===== src/rtl/neighbor_table_hop_gradient_unit_defines.svh =====
// Assertion macros for the neighbor table hop gradient unit.
// No dependencies; included by the top level.
`ifndef NEIGHBOR_TABLE_HOP_GRADIENT_UNIT_DEFINES_SVH
`define NEIGHBOR_TABLE_HOP_GRADIENT_UNIT_DEFINES_SVH
`ifndef ASSERT_OFF
`define NTHG_ASSERT(label, clk, rst_n, prop) \
  label: assert property (@(posedge clk) disable iff (!rst_n) prop) else $error("assertion failed");
`define NTHG_ASSERT_RST(label, clk, prop) \
  label: assert property (@(posedge clk) prop) else $error("assertion failed");
`else
`define NTHG_ASSERT(label, clk, rst_n, prop)
`define NTHG_ASSERT_RST(label, clk, prop)
`endif
`endif


===== src/rtl/nthg_pkg.sv =====
// Package for the neighbor table hop gradient unit: constants, codes, state type.
// No dependencies.
package nthg_pkg;
  localparam int TABLE_DEPTH_DEF = 16;
  localparam logic [15:0] ANCHOR_ID_MAX = 16'd3;
  localparam logic [7:0] GRADIENT_NONE = 8'hff;
  localparam logic [7:0] RST_NEAR_LIMIT = 8'd60;
  localparam logic [7:0] RST_MAX_AGE = 8'd32;
  localparam logic [7:0] RST_CODE_JOINED = 8'd4;
  localparam logic [7:0] RST_CODE_MOVE_IN = 8'd3;
  localparam logic [7:0] RST_CODE_MOVE_OUT = 8'd2;

  localparam logic [2:0] REG_IS_ROOT = 3'd0;
  localparam logic [2:0] REG_NEAR_LIMIT = 3'd1;
  localparam logic [2:0] REG_MAX_AGE = 3'd2;
  localparam logic [2:0] REG_CODE_JOINED = 3'd3;
  localparam logic [2:0] REG_CODE_MOVE_IN = 3'd4;
  localparam logic [2:0] REG_CODE_MOVE_OUT = 3'd5;

  localparam logic OP_MESSAGE = 1'b0;
  localparam logic OP_TICK = 1'b1;

  typedef enum logic [2:0] {
    ST_IDLE, ST_SEARCH, ST_PURGE, ST_COPY, ST_GRAD, ST_OUT
  } state_t;
endpackage


===== src/rtl/neighbor_table_hop_gradient_unit.sv =====
// Top level of the neighbor table hop gradient unit.
// Depends on nthg_pkg and neighbor_table_hop_gradient_unit_defines.svh.
`include "neighbor_table_hop_gradient_unit_defines.svh"

// One table entry is visited per cycle through a single registered memory read port
// and one compare unit. A message word walks the entries up to and including the hit
// (all live entries on a miss), then moves to the output state. A tick word purges
// stale entries, copying the last entry over each removed one, then walks the
// remaining entries for the gradient and moves to the output state. The output
// state holds while out_stall is high, and each word is accepted in the idle
// state. Input stall stays high until the result word has been taken.
module neighbor_table_hop_gradient_unit #(
  parameter int TABLE_DEPTH = nthg_pkg::TABLE_DEPTH_DEF
) (
  input  logic        clk,
  input  logic        rst_n,
  input  logic        in_valid,
  output logic        in_stall,
  input  logic        in_operation,
  input  logic [15:0] in_neighbor_id,
  input  logic [7:0]  in_distance,
  input  logic [7:0]  in_neighbor_localized,
  input  logic [7:0]  in_neighbor_gradient,
  input  logic [7:0]  in_neighbor_state,
  input  logic signed [15:0] in_neighbor_x,
  input  logic signed [15:0] in_neighbor_y,
  input  logic        in_self_waiting,
  output logic        out_valid,
  input  logic        out_stall,
  output logic [7:0]  out_gradient,
  output logic [$clog2(TABLE_DEPTH+1)-1:0] out_neighbor_count,
  output logic        out_gradient_changed,
  input  logic        cfg_valid,
  output logic        cfg_ready,
  input  logic [2:0]  cfg_index,
  input  logic [7:0]  cfg_data
);
  localparam int IW = $clog2(TABLE_DEPTH);
  localparam int CW = $clog2(TABLE_DEPTH+1);
  localparam int EW = 16+32+8+8+8+8+16+16;
  localparam logic [CW-1:0] DEPTH_C = CW'(TABLE_DEPTH);

  // config registers
  logic       is_root_r;
  logic [7:0] near_limit_r, max_age_r, code_joined_r, code_move_in_r, code_move_out_r;

  assign cfg_ready = 1'b1;
  always_ff @(posedge clk) begin
    if (!rst_n) begin
      is_root_r <= 1'b0;
      near_limit_r <= nthg_pkg::RST_NEAR_LIMIT;
      max_age_r <= nthg_pkg::RST_MAX_AGE;
      code_joined_r <= nthg_pkg::RST_CODE_JOINED;
      code_move_in_r <= nthg_pkg::RST_CODE_MOVE_IN;
      code_move_out_r <= nthg_pkg::RST_CODE_MOVE_OUT;
    end else if (cfg_valid) begin
      case (cfg_index)
        nthg_pkg::REG_IS_ROOT:       is_root_r <= cfg_data[0];
        nthg_pkg::REG_NEAR_LIMIT:    near_limit_r <= cfg_data;
        nthg_pkg::REG_MAX_AGE:       max_age_r <= cfg_data;
        nthg_pkg::REG_CODE_JOINED:   code_joined_r <= cfg_data;
        nthg_pkg::REG_CODE_MOVE_IN:  code_move_in_r <= cfg_data;
        nthg_pkg::REG_CODE_MOVE_OUT: code_move_out_r <= cfg_data;
        default: ;
      endcase
    end
  end

  // entry memory: {ident, stamp, distance, localized, gradient, status, x, y}
  logic [EW-1:0] mem [TABLE_DEPTH];
  logic [EW-1:0] rd_data_r;
  logic [IW-1:0] rd_addr, wr_addr;
  logic          wr_en;
  logic [EW-1:0] wr_data;

  always_ff @(posedge clk) begin
    if (wr_en) mem[wr_addr] <= wr_data;
    rd_data_r <= mem[rd_addr];
  end

  logic [15:0] rd_ident;
  logic [31:0] rd_stamp;
  logic [7:0]  rd_dist, rd_grad, rd_stat;
  assign rd_ident = rd_data_r[EW-1 -: 16];
  assign rd_stamp = rd_data_r[EW-17 -: 32];
  assign rd_dist  = rd_data_r[EW-49 -: 8];
  assign rd_grad  = rd_data_r[EW-65 -: 8];
  assign rd_stat  = rd_data_r[EW-73 -: 8];

  // control and held input word
  nthg_pkg::state_t state_r, state_nxt;
  logic [CW-1:0] count_r, count_nxt;
  logic [CW-1:0] idx_r, idx_nxt;
  logic [31:0]   tick_r, tick_nxt;
  logic [7:0]    grad_r, grad_nxt, best_r, best_nxt;
  logic          chg_r, chg_nxt;
  logic          op_r, wait_r;
  logic [15:0]   id_r;
  logic [EW-49:0] pay_r;

  logic accept;
  assign accept = in_valid && !in_stall;

  always_ff @(posedge clk) begin
    if (accept) begin
      op_r <= in_operation;
      wait_r <= in_self_waiting;
      id_r <= in_neighbor_id;
      pay_r <= {in_distance, in_neighbor_localized, in_neighbor_gradient,
                in_neighbor_state, in_neighbor_x, in_neighbor_y};
    end
  end

  always_ff @(posedge clk) begin
    if (!rst_n) begin
      state_r <= nthg_pkg::ST_IDLE;
      count_r <= '0;
      tick_r <= '0;
      grad_r <= nthg_pkg::GRADIENT_NONE;
      chg_r <= 1'b0;
      idx_r <= '0;
      best_r <= nthg_pkg::GRADIENT_NONE;
    end else begin
      state_r <= state_nxt;
      count_r <= count_nxt;
      tick_r <= tick_nxt;
      grad_r <= grad_nxt;
      chg_r <= chg_nxt;
      idx_r <= idx_nxt;
      best_r <= best_nxt;
    end
  end

  // shared compare unit on the registered entry
  logic stale, counts;
  logic [31:0] age;
  assign age = tick_r - rd_stamp;
  assign stale = age > {24'd0, max_age_r};
  assign counts = !(wait_r && rd_ident > nthg_pkg::ANCHOR_ID_MAX
                    && rd_stat == code_joined_r)
                  && rd_dist < near_limit_r && rd_stat != code_move_in_r
                  && rd_stat != code_move_out_r;

  logic [7:0] fresh;
  always_comb begin
    if (is_root_r) fresh = 8'd0;
    else if (best_r == nthg_pkg::GRADIENT_NONE) fresh = best_r;
    else fresh = best_r + 8'd1;
  end

  // next state
  // SEARCH: idx_r is the entry whose data sits in rd_data_r (valid after one read).
  // PURGE: idx_r is entry k+1 (k = idx_r-1 read).
  always_comb begin
    state_nxt = state_r;
    case (state_r)
      nthg_pkg::ST_IDLE: if (accept)
        state_nxt = (in_operation == nthg_pkg::OP_TICK) ? nthg_pkg::ST_PURGE
                                                        : nthg_pkg::ST_SEARCH;
      nthg_pkg::ST_SEARCH:
        if (idx_r == count_r || rd_ident == id_r) state_nxt = nthg_pkg::ST_OUT;
      nthg_pkg::ST_PURGE:
        if (idx_r == '0) state_nxt = nthg_pkg::ST_GRAD;
        else if (stale) state_nxt = nthg_pkg::ST_COPY;
      nthg_pkg::ST_COPY: state_nxt = nthg_pkg::ST_PURGE;
      nthg_pkg::ST_GRAD: if (idx_r == count_r) state_nxt = nthg_pkg::ST_OUT;
      nthg_pkg::ST_OUT: if (!out_stall) state_nxt = nthg_pkg::ST_IDLE;
      default: state_nxt = nthg_pkg::ST_IDLE;
    endcase
  end

  // datapath and outputs
  always_comb begin
    count_nxt = count_r;
    idx_nxt = idx_r;
    tick_nxt = tick_r;
    grad_nxt = grad_r;
    chg_nxt = chg_r;
    best_nxt = best_r;
    rd_addr = idx_r[IW-1:0];
    wr_en = 1'b0;
    wr_addr = idx_r[IW-1:0];
    wr_data = {id_r, tick_r, pay_r};
    in_stall = (state_r != nthg_pkg::ST_IDLE);
    out_valid = (state_r == nthg_pkg::ST_OUT);
    case (state_r)
      nthg_pkg::ST_IDLE: begin
        rd_addr = '0;
        chg_nxt = 1'b0;
        best_nxt = nthg_pkg::GRADIENT_NONE;
        if (accept && in_operation == nthg_pkg::OP_TICK) begin
          tick_nxt = tick_r + 32'd1;
          // first purge read is entry count-1
          idx_nxt = count_r;
          rd_addr = IW'(count_r - CW'(1));
        end else begin
          idx_nxt = '0;
        end
      end
      nthg_pkg::ST_SEARCH: begin
        rd_addr = IW'(idx_r + CW'(1));
        if (idx_r == count_r || rd_ident == id_r) begin
          wr_en = 1'b1;
          if (idx_r == count_r) begin
            if (count_r < DEPTH_C) count_nxt = count_r + CW'(1);
            else wr_addr = IW'(TABLE_DEPTH - 1);
          end
        end else begin
          idx_nxt = idx_r + CW'(1);
        end
      end
      nthg_pkg::ST_PURGE: begin
        if (idx_r == '0) begin
          rd_addr = '0;
        end else if (stale) begin
          // read last entry for the copy
          rd_addr = IW'(count_r - CW'(1));
        end else begin
          idx_nxt = idx_r - CW'(1);
          rd_addr = IW'(idx_r - CW'(2));
        end
      end
      nthg_pkg::ST_COPY: begin
        wr_en = 1'b1;
        wr_addr = IW'(idx_r - CW'(1));
        wr_data = rd_data_r;
        count_nxt = count_r - CW'(1);
        idx_nxt = idx_r - CW'(1);
        rd_addr = IW'(idx_r - CW'(2));
      end
      nthg_pkg::ST_GRAD: begin
        rd_addr = IW'(idx_r + CW'(1));
        if (idx_r == count_r) begin
          if (fresh != grad_r) chg_nxt = 1'b1;
          grad_nxt = fresh;
        end else begin
          if (counts && rd_grad < best_r) best_nxt = rd_grad;
          idx_nxt = idx_r + CW'(1);
        end
      end
      nthg_pkg::ST_OUT: ;
      default: ;
    endcase
  end

  assign out_gradient = grad_r;
  assign out_neighbor_count = count_r;
  assign out_gradient_changed = chg_r;

  `NTHG_ASSERT(a_count_bound, clk, rst_n, count_r <= DEPTH_C)
  `NTHG_ASSERT(a_root_zero, clk, rst_n, (out_valid && is_root_r && op_r) |-> out_gradient == 8'd0)
  `NTHG_ASSERT(a_msg_nochg, clk, rst_n, (out_valid && !op_r) |-> !out_gradient_changed)
  `NTHG_ASSERT(a_no_accept_busy, clk, rst_n, out_valid |-> in_stall)
endmodule

===== config.mk =====
export PLATFORM = sky130hd
export DESIGN_NAME = neighbor_table_hop_gradient_unit
export DESIGN_NICKNAME = d
export VERILOG_FILES = /design/src/rtl/nthg_pkg.sv /design/src/rtl/neighbor_table_hop_gradient_unit.sv
export VERILOG_INCLUDE_DIRS = /design/src /design/src/rtl
export SDC_FILE = /design/constraint.sdc
export NUM_CORES = 2
export LEC_CHECK = 0
export ABC_AREA = 0
export BUFFER_PORTS_ARGS = -buffer_cell sky130_fd_sc_hd__buf_2
export CORE_MARGIN = 2
export CORE_UTILIZATION = 45
export DETAILED_ROUTE_END_ITERATION = 7
export GPL_TIMING_DRIVEN = 0
export MAX_ROUTING_LAYER = met4
export PLACE_DENSITY_LB_ADDON = 0.12
export SKIP_CTS_REPAIR_TIMING = 1
export SLEW_MARGIN = 0
export SYNTH_ARGS = -nofsm -noshare
export SYNTH_HDL_FRONTEND = slang
export SYNTH_SLANG_ARGS = --single-unit

===== constraint.sdc =====
create_clock -name clk -period 6.4 [get_ports clk]
set_clock_uncertainty 0.05 [all_clocks]
set_input_delay 0.96 -clock clk [delete_from_list [all_inputs] [get_ports clk]]
set_output_delay 0.96 -clock clk [all_outputs]
set_load 0.05 [all_outputs]

==> results.py <==
metrics = {
    "run_status": {
        "status": "completed",
    },
    "timing": {
        "slew_viol_final": 0,
        "fin_crit_ns": 6.038,
        "hold_viol": 0,
        "timing.fmax_mhz": 165.6,
        "tightest_slew_ns": 1.438,
        "setup_tns_ns": 0,
        "slew_headroom_pct": 4.138,
        "setup_viol": 0,
        "rsz0062_at_grt": "no",
        "post-route-period-util_pct": 94.34,
        "whs_ns": 0.3236,
    },
    "clock_tree": {
        "ctsHtreeMaxLevel": 4,
        "clk_pin_slew_ns": 0.06,
        "insertion_delay_ns": 0.76,
        "cts_made_buffers": 144,
        "cts_sinks": 1368,
        "clockRootBuffer": "clkbuf_16",
        "clk_path_buf_depth": 3,
        "cts_tree": "done",
    },
    "placed_design": {
        "port_buffers": 72,
        "place_congestion": 0.8832,
        "dp_hpwl_mm": 101.4,
        "placedCellCount": 5667,
    },
    "layout": {
        "final_common_cell": "edfxtp_1",
        "synthToLayoutAreaGrowth_pct": 15.42,
        "final_cell_mix": "1193 x edfxtp_1, 588 x mux2i_1, 388 x nand2_1",
        "fill_cells": 10470,
        "final_util_pct": 52.12,
        "diodes": 0,
        "instances_no_fill": 5935,
        "layout.nets": 4330,
        "drive_above_1_share_pct": 12.56,
    },
    "power": {
        "comb_power_share_pct": 40.6,
        "netSwitchingPower_w": 0.01274,
        "intPower_w": 0.02042,
        "p_seq_share_pct": 34.3,
        "power_density_mw_per_mm2": 508.0,
        "pwr-share-clk_pct": 25.2,
        "p_leak_nw": 22.34,
        "vdd_drop_max_v": 0.0003003,
        "swShare_pct": 38.43,
        "finalPower_w": 0.03316,
    },
    "yosys": {
        "synthAdderAreaFrac_pct": 1.429,
        "syn_nets": 4025,
        "synth_area_per_cell_sq_um": 14.64,
        "ys_ff_latch": 1368,
        "ys_warn_count": 0,
        "syn_inst": 3863,
        "syn_area_sq_mm": 0.05656,
        "synth_mux_area_share_pct": 10.47,
        "synth_compound_area_share_pct": 8.025,
        "yosys.area_share.xor_xnor_pct": 1.657,
        "synth_top_area_share_pct": 63.34,
        "ys_seq_area_share_pct": 69.53,
        "yosys.area_share.simple_pct": 6.316,
        "yosys.cell_types.count": 74,
        "synth_edf_count": 1193,
        "synth_top_family_by_area": "multiplexers",
        "async_flop_share_pct": 0,
        "synth-main-ff-cell": "edfxtp_1",
        "synthTopCellsByArea": "edfxtp_1 63%, mux2i_1 10%, dfxtp_1 6.2%",
        "synth_area_leader_cell": "edfxtp_1",
    },
    "setup_path": {
        "r2r_cells": 23,
        "rr_startpoint": "tick_r[4]",
        "r2r_end": "rd_data_r[68]",
        "critPathMaxFanout": 10,
        "critPathKind": "register to register",
        "crit_path_frequent_cell": "nand4_1",
        "critical-path-max-stage-delay_ns": 0.46,
        "worstPathArrival_ns": 6.58,
        "start_kind": "register",
        "cpMaxStageDelayCell": "a2bb2oi_4",
        "r2r_slack_ns": 0.36,
        "crit_path_end_kind": "register",
        "crit_required_ns": 6.94,
        "path_cells": "ha_1, o211ai_1, a21oi_1, nor2_1, o21ai_0, xor2_1, ha_1, and3_1, a21boi_0, o31ai_2, nand4_1, nor4_1, nand4_1, nor3_4, nand4_1, a2bb2oi_4, and2_4, buf_6, buf_6, buf_2, a22oi_1, nand3_1, o21ai_1",
    },
    "floorplanning": {
        "die_area_sq_mm": 0.1285,
        "initial_core_util_pct": 45.16,
        "rows": 130,
        "pin_count": 115,
        "dieWidth_um": 358.5,
        "coreArea_sq_mm": 0.1252,
        "dieHeight_um": 358.5,
    },
    "route": {
        "vias_per_cell": 5.664,
        "routedWlPerCell_um": 25.79,
        "detail-route-antenna-nets": 0,
        "drt-initial-drc-count": 3472,
        "firstDrtPassIters": 5,
        "routed_wl_mm": 153.0,
        "drc_errors": 0,
        "vias": 33620,
    },
    "global_route": {
        "grt_pass1_wl_mm": 220.3,
        "grt_max_degree": 31,
        "track_usage_pct": 24.52,
        "grt_pass1_vias": 32470,
        "grt_overflow": 0,
        "antenna_found_initial": 4,
    },
    "worst_hold_path": {
        "hp-class": "input pin to register",
        "hold_depth": 1,
        "hold_end": "pay_r[59]",
        "min_from": "in_distance[3]",
    },
    "job": {
        "cap_viol_max_count": 0,
    },
}
==> kinds of logic after synthesis <==
family | after synthesis
buffers and inverters | 286
AO/OA/AOI/OAI | 670
other | 1
AND/OR/NAND/NOR | 777
XOR/XNOR | 107
multiplexers | 590
flip-flops | 1368
adder cells (fa/ha/maj) | 64
==> state kept, by name, indices dropped and copies added, names as in the netlist <==
register and flops:
wait_r 1, rd_data_r 72, max_age_r 8, out_gradient 8, code_joined_r 8, pay_r 24
best_r 8, code_move_in_r 8, id_r 16, idx_r 5, state_r 3, out_gradient_changed 1
is_root_r 1, near_limit_r 8, code_move_out_r 8, mem 1152, tick_r 32, out_neighbor_count 5
==> worst max path at each step <==
stage | start | endpoint | slack (ns) | cells after the start
3_3_place_gp | out_neighbor_count[3] | mem[0][98] | -5.65 | 9
5_1_grt | tick_r[4] | rd_data_r[69] | 0.01 | 24
2_1_floorplan | out_neighbor_count[3] | mem[3][100] | 0.35 | 9
4_1_cts | tick_r[0] | rd_data_r[69] | -0.43 | 23
6_report | tick_r[4] | rd_data_r[68] | 0.36 | 23
3_5_place_dp | tick_r[0] | rd_data_r[69] | -0.37 | 23
==> power by group through the flow <==
stage / combinational (W) / sequential, W / clock, W
after detailed placement: 0.0134 / 0.0115 / 0
after global placement: 0.0131 / 0.0116 / 0
after CTS: 0.0134 / 0.0113 / 0.00848
after floorplan: 0.00866 / 0.0114 / 0
after global routing: 0.0144 / 0.0114 / 0.00884
final: 0.0135 / 0.0114 / 0.00835
==> per-layer routing <==
layer	GRT usage (%)	routed length, um	up-vias
met5	-	0	-
met1	34.48	69640	16980
li1	-	-	15350
met2	36.93	69630	1083
met4	6.267	3334	0
met3	4.442	10440	204
==> per-stage QoR <==
stage	cell area [sq um]	setup slack, ns
after global placement	58990	-5.647
after detailed placement	60470	-0.3688
after floorplan	56560	0.3471
after global routing	65280	0.01156
final	65280	0.3621
after CTS	65210	-0.4253
==> synth_stat cells (all sizes together), types with 35 or more instances <==
cell type	number
inv	69
nor2	78
nand2	388
dfxtp	175
clkbuf	80
xor2	51
edfxtp	1193
mux2i	588
o21ai	171
a21boi	43
nand3	115
a22oi	286
and2	39
nand4	35
xnor2	56
ha	63
a21oi	67
buf	137
==> critical path: cells and delay by family (launching register included) <==
kind / cells / cell delay [ns]
buf+inv: 3 / 0.74
fa+ha+maj: 2 / 0.65
flops: 1 / 0.37
xor+xnor: 1 / 0.19
compound gates: 8 / 1.83
simple gates: 9 / 2.01
==> layout make-up <==
type	instances	area [sq um]	area share, %
Buffer	217	1204	1.844
Tap cell	1650	2064	3.162
Inverter	69	259.0	0.3967
Timing Repair Buffer	159	1752	2.683
Sequential cell	1368	39330	60.24
Clock buffer	195	4013	6.147
Multi-Input combinational cell	2209	15930	24.41
Clock inverter	68	730.7	1.119
(Power assumes the default switching activity.)
